$ cat src/sv/ilpq_pkg.sv
// ----------------------------------------------------------------------------
// ilpq_pkg: shared types and constants
// Operation codes, status codes, sequencer states and the memory control
// group that is used by the list priority queue.
// ----------------------------------------------------------------------------
`default_nettype none

package ilpq_pkg;

  // Operation codes carried in the low bits of the input word.
  localparam logic [2:0] OP_APPEND  = 3'd0;
  localparam logic [2:0] OP_PREPEND = 3'd1;
  localparam logic [2:0] OP_INSERT  = 3'd2;
  localparam logic [2:0] OP_POP     = 3'd3;
  localparam logic [2:0] OP_CLEAR   = 3'd4;

  // Result status codes.
  localparam logic [1:0] ST_OK    = 2'd0;
  localparam logic [1:0] ST_FULL  = 2'd1;
  localparam logic [1:0] ST_EMPTY = 2'd2;

  // Width of the count and capacity fields on the ports.
  localparam int unsigned COUNT_BITS = 9;
  localparam logic [COUNT_BITS-1:0] CAP_RESET = 9'd256;

  // Sequencer states.
  typedef enum logic [3:0] {
    S_IDLE,
    S_WALK,
    S_WALK_CMP,
    S_PUT_CHK,
    S_FREE_UPD,
    S_PUT_WR1,
    S_PUT_WR2,
    S_POP_RD,
    S_POP_UPD,
    S_POP_WR,
    S_DONE
  } seq_state_t;

  // Strobes from the sequencer to the slot memory.
  typedef struct packed {
    logic rd_en;
    logic next_we;
    logic data_we;
  } mem_ctl_t;

endpackage

`default_nettype wire

$ cat src/sv/ilpq_seq.sv
// ----------------------------------------------------------------------------
// ilpq_seq: list sequencer
// Runs one operation at a time over the slot memory: walks the list with
// the shared priority comparator, allocates and frees slots and keeps the
// head links, the count and the high-water mark.
// ----------------------------------------------------------------------------
`default_nettype none

module ilpq_seq #(
  parameter int unsigned SLOTS = 256,
  parameter int unsigned AW    = 9,
  parameter int unsigned CW    = 9,
  parameter int unsigned KW    = 9,
  parameter int unsigned PB    = 32,
  parameter int unsigned PRB   = 16
) (
  input  wire logic               clk,
  input  wire logic               rst,
  input  wire logic               in_valid,
  output logic                    in_ready,
  input  wire logic [2:0]         op,
  input  wire logic [PB-1:0]      payload_in,
  input  wire logic [PRB-1:0]     priority_in,
  input  wire logic [KW-1:0]      cap_eff,
  input  wire logic               out_free,
  output logic                    res_valid,
  output logic [1:0]              res_status,
  output logic [CW-1:0]           res_count,
  output logic [PB-1:0]           res_payload,
  output ilpq_pkg::mem_ctl_t      ctl,
  output logic [AW-1:0]           rd_addr,
  output logic [AW-1:0]           next_wa,
  output logic [AW-1:0]           next_wd,
  output logic [AW-1:0]           data_wa,
  output logic [PB-1:0]           payload_wd,
  output logic [PRB-1:0]          prio_wd,
  input  wire logic [AW-1:0]      next_rd,
  input  wire logic [PB-1:0]      payload_rd,
  input  wire logic [PRB-1:0]     prio_rd
);
  import ilpq_pkg::*;

  localparam logic [AW-1:0] HEAD_USED = AW'(0);
  localparam logic [AW-1:0] HEAD_FREE = AW'(1);

  seq_state_t state, state_next;

  logic [2:0]     op_r;
  logic [PB-1:0]  pay_r;
  logic [PRB-1:0] prio_r;
  logic [AW-1:0]  p, n, f;
  logic [AW-1:0]  used_next, used_prev, free_next, free_prev;
  logic [AW:0]    hwm;
  logic [CW-1:0]  count;
  logic [1:0]     status_r;
  logic [PB-1:0]  pay_out;

  logic start;
  logic ge;
  logic full;

  assign start = in_valid && in_ready;
  // Shared comparator: stored priority against the new one.
  assign ge   = $signed(prio_rd) >= $signed(prio_r);
  assign full = KW'(count) >= cap_eff;

  // Next state.
  always_comb begin
    state_next = state;
    case (state)
      S_IDLE: begin
        if (start) begin
          case (op)
            OP_APPEND, OP_PREPEND: state_next = S_PUT_CHK;
            OP_INSERT:             state_next = S_WALK;
            OP_POP:   state_next = (used_next == HEAD_USED) ? S_DONE : S_POP_RD;
            default:  state_next = S_DONE;
          endcase
        end
      end
      S_WALK:     state_next = (n == HEAD_USED) ? S_PUT_CHK : S_WALK_CMP;
      S_WALK_CMP: state_next = ge ? S_WALK : S_PUT_CHK;
      S_PUT_CHK: begin
        if (full) begin
          state_next = S_DONE;
        end else if (free_next == HEAD_FREE) begin
          state_next = S_PUT_WR1;
        end else begin
          state_next = S_FREE_UPD;
        end
      end
      S_FREE_UPD: state_next = S_PUT_WR1;
      S_PUT_WR1:  state_next = S_PUT_WR2;
      S_PUT_WR2:  state_next = S_DONE;
      S_POP_RD:   state_next = S_POP_UPD;
      S_POP_UPD:  state_next = S_POP_WR;
      S_POP_WR:   state_next = S_DONE;
      S_DONE:     state_next = out_free ? S_IDLE : S_DONE;
      default:    state_next = S_IDLE;
    endcase
  end

  // Memory strobes and addresses.
  always_comb begin
    ctl        = '0;
    rd_addr    = n;
    next_wa    = f;
    next_wd    = n;
    data_wa    = f;
    payload_wd = pay_r;
    prio_wd    = (op_r == OP_INSERT) ? prio_r : '0;
    case (state)
      S_WALK: begin
        ctl.rd_en = (n != HEAD_USED);
      end
      S_PUT_CHK: begin
        rd_addr   = free_next;
        ctl.rd_en = !full && (free_next != HEAD_FREE);
      end
      S_PUT_WR1: begin
        ctl.data_we = 1'b1;
        ctl.next_we = 1'b1;
      end
      S_PUT_WR2: begin
        next_wa     = p;
        next_wd     = f;
        ctl.next_we = (p != HEAD_USED);
      end
      S_POP_RD: begin
        rd_addr   = f;
        ctl.rd_en = 1'b1;
      end
      S_POP_UPD: begin
        next_wd     = HEAD_FREE;
        ctl.next_we = 1'b1;
      end
      S_POP_WR: begin
        next_wa     = free_prev;
        next_wd     = f;
        ctl.next_we = (free_prev != HEAD_FREE);
      end
      default: begin
        ctl = '0;
      end
    endcase
  end

  // Handshake and result outputs.
  always_comb begin
    in_ready    = (state == S_IDLE);
    res_valid   = (state == S_DONE) && out_free;
    res_status  = status_r;
    res_count   = count;
    res_payload = pay_out;
  end

  always_ff @(posedge clk) begin
    if (rst) begin
      state     <= S_IDLE;
      used_next <= HEAD_USED;
      used_prev <= HEAD_USED;
      free_next <= HEAD_FREE;
      free_prev <= HEAD_FREE;
      hwm       <= (AW+1)'(2);
      count     <= '0;
    end else begin
      state <= state_next;
      case (state)
        S_IDLE: begin
          if (start) begin
            op_r     <= op;
            pay_r    <= payload_in;
            prio_r   <= priority_in;
            status_r <= (op == OP_POP && used_next == HEAD_USED) ? ST_EMPTY : ST_OK;
            pay_out  <= '0;
            case (op)
              OP_APPEND: begin
                p <= used_prev;
                n <= HEAD_USED;
              end
              OP_PREPEND, OP_INSERT: begin
                p <= HEAD_USED;
                n <= used_next;
              end
              OP_POP: begin
                f <= used_next;
              end
              OP_CLEAR: begin
                used_next <= HEAD_USED;
                used_prev <= HEAD_USED;
                free_next <= HEAD_FREE;
                free_prev <= HEAD_FREE;
                hwm       <= (AW+1)'(2);
                count     <= '0;
              end
              default: begin
              end
            endcase
          end
        end
        // Step past an entry of greater or equal priority.
        S_WALK_CMP: begin
          if (ge) begin
            p <= n;
            n <= next_rd;
          end
        end
        // Take a slot from the free list or from the high-water mark.
        S_PUT_CHK: begin
          if (full) begin
            status_r <= ST_FULL;
          end else if (free_next == HEAD_FREE) begin
            f   <= hwm[AW-1:0];
            hwm <= hwm + 1'b1;
          end else begin
            f <= free_next;
          end
        end
        S_FREE_UPD: begin
          free_next <= next_rd;
          if (next_rd == HEAD_FREE) begin
            free_prev <= HEAD_FREE;
          end
        end
        S_PUT_WR1: begin
          if (n == HEAD_USED) begin
            used_prev <= f;
          end
        end
        S_PUT_WR2: begin
          if (p == HEAD_USED) begin
            used_next <= f;
          end
          count <= count + 1'b1;
        end
        // Unlink the head entry and hand back its payload.
        S_POP_UPD: begin
          used_next <= next_rd;
          if (next_rd == HEAD_USED) begin
            used_prev <= HEAD_USED;
          end
          pay_out <= payload_rd;
        end
        S_POP_WR: begin
          if (free_prev == HEAD_FREE) begin
            free_next <= f;
          end
          free_prev <= f;
          count     <= count - 1'b1;
        end
        default: begin
        end
      endcase
    end
  end

  // The count never exceeds the pool.
  a_count_bound: assert property (@(posedge clk) disable iff (rst)
    count <= CW'(SLOTS))
    else $error("entry count above pool size");

  // An empty used list and a zero count go together between operations.
  a_empty_match: assert property (@(posedge clk) disable iff (rst)
    (state == S_IDLE) |-> ((used_next == HEAD_USED) == (count == '0)))
    else $error("used list and count disagree");

  // A clear empties the list at once.
  a_clear: assert property (@(posedge clk) disable iff (rst)
    (start && op == OP_CLEAR) |=> (count == '0 && used_next == HEAD_USED))
    else $error("clear did not empty the list");

  // A refused put leaves the count unchanged.
  a_full_hold: assert property (@(posedge clk) disable iff (rst)
    (state == S_PUT_CHK && full) |=> $stable(count))
    else $error("count changed on refused put");

endmodule

`default_nettype wire

$ cat config.mk
export PLATFORM = sky130hd
export DESIGN_NAME = ilpq_seq
export DESIGN_NICKNAME = d
export VERILOG_FILES = /design/src/sv/ilpq_pkg.sv /design/src/sv/ilpq_seq.sv
export SDC_FILE = /design/constraint.sdc
export NUM_CORES = 1
export LEC_CHECK = 0
export ABC_AREA = 1
export ABC_CLOCK_PERIOD_IN_PS = 10600
export BUFFER_PORTS_ARGS = -buffer_cell sky130_fd_sc_hd__buf_2
export CORE_MARGIN = 8
export CORE_UTILIZATION = 25
export CTS_CLUSTER_DIAMETER = 40
export DETAILED_ROUTE_END_ITERATION = 10
export GPL_TIMING_DRIVEN = 0
export PLACE_DENSITY = 0.55
export SKIP_LAST_GASP = 1
export SLEW_MARGIN = 20
export SYNTH_ARGS = -nofsm -noshare
export SYNTH_HDL_FRONTEND = slang
export SYNTH_SLANG_ARGS = --single-unit
$ cat constraint.sdc
create_clock -name clk -period 10.6 [get_ports clk]
set_input_delay 0.53 -clock clk [delete_from_list [all_inputs] [get_ports clk]]
set_output_delay 0.53 -clock clk [all_outputs]
set_load 0.1 [all_outputs]
Word level (Yosys, flattened, before mapping)
Index checks and enable logic that the tools add are counted.
{"block": "classes", "addsub": 3, "n_lt_le_gt_ge": 2, "n_eq_ne": 33, "muxes": 54, "bitwise_logic": 1, "reduce_logical": 35}
{"op": "2-to-1 mux 9 bit", "n": 17}
{"op": "case mux 9 bit (2 select lines)", "n": 8}
{"op": "case mux 9 bit (3 select lines)", "n": 5}
{"op": "case mux 32 bit (2 select lines)", "n": 1}
{"op": "2-to-1 mux 10 bit", "n": 4}
{"op": "case mux 4 bit (10 select lines)", "n": 1}
{"op": "logical NOT 9 bit", "n": 4}
{"op": "2-to-1 mux 32 bit", "n": 1}
{"op": "equality test 9 x 1 -> 1 bit, second input constant", "n": 3}
{"op": "case mux 10 bit (2 select lines)", "n": 1}
{"op": "AND reduction 5 bit", "n": 4}
{"op": "!= test 2 bit, second input constant", "n": 9}
{"op": "!= test 9 x 1 -> 1 bit, second input constant", "n": 2}
{"op": "nonzero test 9 bit", "n": 2}
{"op": "equality test 4 x 3 -> 1 bit, second input constant", "n": 4}
{"op": "greater-or-equal comparator 16 bit", "n": 1}
{"op": "2-to-1 mux 16 bit", "n": 1}
{"op": "2-to-1 mux 4 bit", "n": 4}
{"op": "AND reduction 4 bit", "n": 4}
{"op": "equality test 4 bit, second input constant", "n": 3}
{"op": "case mux 4 bit (3 select lines)", "n": 1}
{"op": "nonzero test 3 bit", "n": 4}
{"op": "adder 10 x 1 -> 10 bit, second input constant", "n": 1}
{"op": "adder 9 x 1 -> 9 bit, second input constant", "n": 1}
{"op": "other kinds (21)", "n": 42}
{"block": "word_totals", "ff_bits": 171, "inputBits": 121, "elab_cells": 143}

Longest topological paths before layout
{"block": "depth", "ltp_word": 5, "ltp_mapped": 14, "ltp_nobuf": 13}

Worst setup path before layout
Ideal clock, no wire load.
{"block": "synth_timing", "kind": "flip-flop to output port", "start": "register count[0], in the netlist res_count[0]", "end": "output port ctl[2] in the netlist's numbering", "arrival_time_ns": 3.361, "t_required_ns": 10.070, "setup_slack_ns": 6.709, "path_stages_with_launch": 10, "path_buffers": 0, "cell_sequence": "dfxtp_1 inv_1 ha_1 inv_1 nand2_1 nand2_1 nand3_1 nand2_1 nand2_1 o221ai_1"}
{"item": "from (decl)", "line": "ilpq_seq.sv:54", "text": "logic [CW-1:0] count;"}
{"item": "from (signal assigned)", "line": "ilpq_seq.sv:234", "text": "count <= count + 1'b1;"}
{"item": "from (signal assigned)", "line": "ilpq_seq.sv:249", "text": "count <= count - 1'b1;"}
{"item": "to (decl)", "line": "ilpq_seq.sv:30", "text": "output ilpq_pkg::mem_ctl_t ctl,"}

Worst setup path after layout
{"block": "layout_timing", "start": "register state[1]", "end": "output port next_wd[0]"}
{"block": "layout_between", "elab_chain_cells": 3, "elab_cells_between_ends": 5}
{"item": "from (decl)", "line": "ilpq_seq.sv:46", "text": "seq_state_t state, state_next;"}
{"item": "from (signal assigned)", "line": "ilpq_seq.sv:167", "text": "state <= state_next;"}
{"item": "equality test 4 bit or equality test 4 x 3 -> 1 bit (tied branches)", "line": "ilpq_seq.sv:112", "text": "case (state)"}
{"item": "OR reduction 2 bit (no line)"}
{"item": "case mux 9 bit (2 select lines) (*)", "line": "ilpq_seq.sv:112"}
{"item": "to (decl)", "line": "ilpq_seq.sv:33", "text": "output logic [AW-1:0] next_wd,"}
Every way passes the cells marked *; elsewhere a longest branch is shown, timed or not.

==> metrics.csv <==
stage,metric,value,unit
timing,finalCritPeriodShare,31.58,%
run,max_cap_viol_count,0,
floorplan,num_rows,68,
grt,grt-ovfl-total,0,
finish,final.fill_count,3655,
synthesis,synth_nets,1134,
drt,vias_per_cell,4.532,
floorplan,initial_core_util,25.14,%
placed_design,io_buffers,252,
setup_path,cp.arrival,2.82,ns
synthesis,yosysUniqueCellTypes,49,
finish,syn_to_final_growth,29.23,%
timing,setup_slack,7.253,ns
timing,max_freq,298.7,MHz
grt,track_usage,14.36,%
worst_hold_path,worstHoldStart,payload_in[24],
drt,drtPass1Iterations,5,
setup_path,worst-setup-path-type,flip-flop to output port,
clocking,cts_hold_buf,0,
worst_hold_path,whs_path_depth,1,
finish,drive_gt1_share,27.41,%
placed_design,dp.cells,1689,
clocking,cts_buffers,17,
drt,ant_nets,0,
timing,skew,0.01475,ns
worst_hold_path,holdPathEnd,payload_wd[24]$_DFFE_PP_,
drt,drtIter0Drc,564,
synthesis,yosysTopAreaCell,edfxtp_1,
grt,grt_max_degree,29,
clocking,cts-root-buf,clkbuf_16,
setup_path,reg2reg_from,state[3]$_SDFFE_PP0N_,
grt,grt_pass1_vias,7675,
pwr,leakagePower,5.091,nW
worst_hold_path,min_path_type,input pin to flip-flop,
clocking,postCtsSetupBuffers,0,
synthesis,yosysMostFrequentCell,nand2_1,
timing,rsz0062_at_grt,false,
grt,antenna_found_initial,1,
synthesis,synth-seq-cells,170,
setup_path,ff2ff_path_depth,12,
clocking,htreeDepth,4,
drt,drc_errors,0,
floorplan,dieArea,40590,um^2
floorplan,io_pins,253,
setup_path,critPathLaunchType,flip-flop,
timing,setup_viol,0,
synthesis,ys.flop_type,edfxtp_1,
timing,slew_headroom,35.83,%
finish,fin_nets,1408,
grt,grt_pass1_wl,45460,um
clocking,clock_path_buffers,2,
timing,hold_violations,0,
synthesis,netlist_top_cells_area,"edfxtp_1 39%, dfxtp_1 14%, nand2_1 8.6%",
clocking,insertion_delay,0.45,ns
clocking,clk_pin_slew,0.07,ns
drt,wirelength,29490,um
timing,timing.hold.ws,0.2525,ns
clocking,cts_tree,yes,
clocking,clock-sinks,170,
finish,final_cell_area,11110,um^2
synthesis,synthCells,979,
timing,slew_violations,0,
synthesis,synthTopCellsByCount,"196 x nand2_1, 143 x inv_1, 122 x nor2_1",
pwr,p_per_area,313.9,nW/um^2
placed_design,place_area,10520,um^2
pwr,ir_worst_vdd,0.3314,mV
synthesis,yosys_warnings,0,
timing,tightest_slew,0.9626,ns
synthesis,syn_avg_cell_area,8.784,um^2
setup_path,end_kind,output port,
synthesis,async_flop_share,0,%
timing,tns,0,ns
setup_path,regToRegSetupSlack,8.06,ns
floorplan,core,34200,um^2
synthesis,synth_edf_count,112,
setup_path,r2r_end,res_count[8]$_SDFFE_PP0P_,
finish,stdcell_count,1722,
setup_path,cp_data_required_time,10.07,ns
drt,wire_per_inst,17.13,um
floorplan,dieHeight,201.5,um
clocking,ctsResizeCount,0,
floorplan,die_w,201.5,um
timing,period_minus_slack,3.347,ns
placed_design,place.gp.congestion,0.8984,
placed_design,preCtsSetupSlack,7.810,ns
synthesis,syn_area,8599,um^2
synthesis,synth_top_area_share,39.11,%
drt,via_count,7804,
synthesis,seq_area_frac_synth,52.61,%
placed_design,place_hpwl,23680,um
setup_path,worstPathMaxFanout,10,
run_status,status,"finished, final reports clean",
[worst max-delay path by stage]
stage / start / end / slack [ns] / depth (start not counted)
floorplan: res_count[0]$_SDFFE_PP0P_ / ctl[2] / 6.71 / 9
CTS: state[1]$_SDFFE_PP0N_ / next_wd[0] / 7.31 / 10
global placement: rst / payload_wd[24]$_DFFE_PP_ / 5.72 / 3
finish: state[1]$_SDFFE_PP0N_ / next_wd[0] / 7.25 / 10
detailed placement: state[1]$_SDFFE_PP0N_ / next_wd[0] / 7.81 / 10
global route: state[3]$_SDFFE_PP0N_ / next_wd[0] / 7.15 / 10
[critical path, cell delays in order, from the launching register on]
cell,delay (ns)
dfxtp_1,0.42
inv_2,0.08
nand2_2,0.09
inv_2,0.07
nand2_4,0.13
inv_6,0.10
nor2_8,0.18
buf_4,0.23
nand2_2,0.16
o21ai_0,0.40
buf_2,0.51
[per-layer routing]
layer / global-route usage [%] / part of all wire (%) / up-vias
met5: 0 / 0 / -
met4: 4.226 / 1.6 / 0
met3: 4.117 / 8.0 / 26
met2: 22.86 / 46 / 309
met1: 18.69 / 44 / 3633
li1: - / - / 3836
[flip-flops by register name, indices dropped and copies added, names as in the netlist]
name         cells
prio_r          16
hwm              9
p                9
op_r             3
free_next        9
used_next        9
state            4
data_wa          9
free_prev        9
payload_wd      32
n                9
res_count        9
res_payload     32
res_status       2
used_prev        9
[area by class of cell]
type | count | area [um^2] | share of cell area, %
Multi-Input combinational cell | 624 | 3356 | 30.20
Buffer | 26 | 140.1 | 1.261
Tap cell | 455 | 569.3 | 5.123
Clock buffer | 18 | 429.2 | 3.862
Timing Repair Buffer | 255 | 1321 | 11.89
Antenna cell | 1 | 2.502 | 0.02252
Inverter | 159 | 609.3 | 5.483
Clock inverter | 14 | 161.4 | 1.452
Sequential cell | 170 | 4524 | 40.71
[cell families after synthesis]
family                     share of synthesized area, %
and+or+nand+nor                                   21.26
buffers and inverters                             8.715
AOI/OAI and AO/OA                                 12.08
DFF                                               52.61
adders and majority gates                         5.034
xor gates and xnor gates                         0.3056
[power breakdown]
group          internal [mW]  switching, mW  leakage (nW)
Combinational          0.333           1.55          3.28
Sequential             0.891         0.0661          1.52
Clock                  0.354          0.291         0.290
Total                   1.58           1.91          5.09
[metrics by stage]
step	power (mW)	utilization, %
after floorplan	2.444	-
after global placement	2.828	30.49
after detailed placement	2.856	30.76
after CTS	3.509	32.48
after global routing	3.657	32.49
final	3.488	32.49
[cells in the final DEF, fill, tap and decap left out, drive strengths merged]
| cell | synthesis | layout |
|---|---|---|
| o211ai | 18 | 18 |
| o2bb2ai | 1 | 1 |
| nor4 | 3 | 3 |
| inv | 156 | 163 |
| edfxtp | 112 | 112 |
| nor2 | 130 | 130 |
| nand2 | 208 | 208 |
| or2 | 2 | 2 |
| clkbuf | 14 | 32 |
| nand3b | 1 | 1 |
| xor2 | 3 | 3 |
| o22ai | 27 | 27 |
| ha | 33 | 33 |
| dfxtp | 58 | 58 |
| and3 | 2 | 2 |
| or3b | 1 | 1 |
| o21bai | 1 | 1 |
| nand3 | 38 | 38 |
| o31ai | 1 | 1 |
| o21ai | 47 | 47 |
| nand4 | 15 | 15 |
| diode | 0 | 1 |
| nor3b | 2 | 2 |
| clkinv | 3 | 7 |
| clkinvlp | 0 | 1 |
| a21o | 2 | 2 |
| nor3 | 12 | 12 |
| buf | 12 | 267 |
| a21oi | 55 | 55 |
| o221ai | 9 | 9 |
| fa | 1 | 1 |
| o21a | 2 | 2 |
| a31oi | 10 | 10 |
| bufinv | 0 | 2 |
Power figures use the tool's default switching activity.
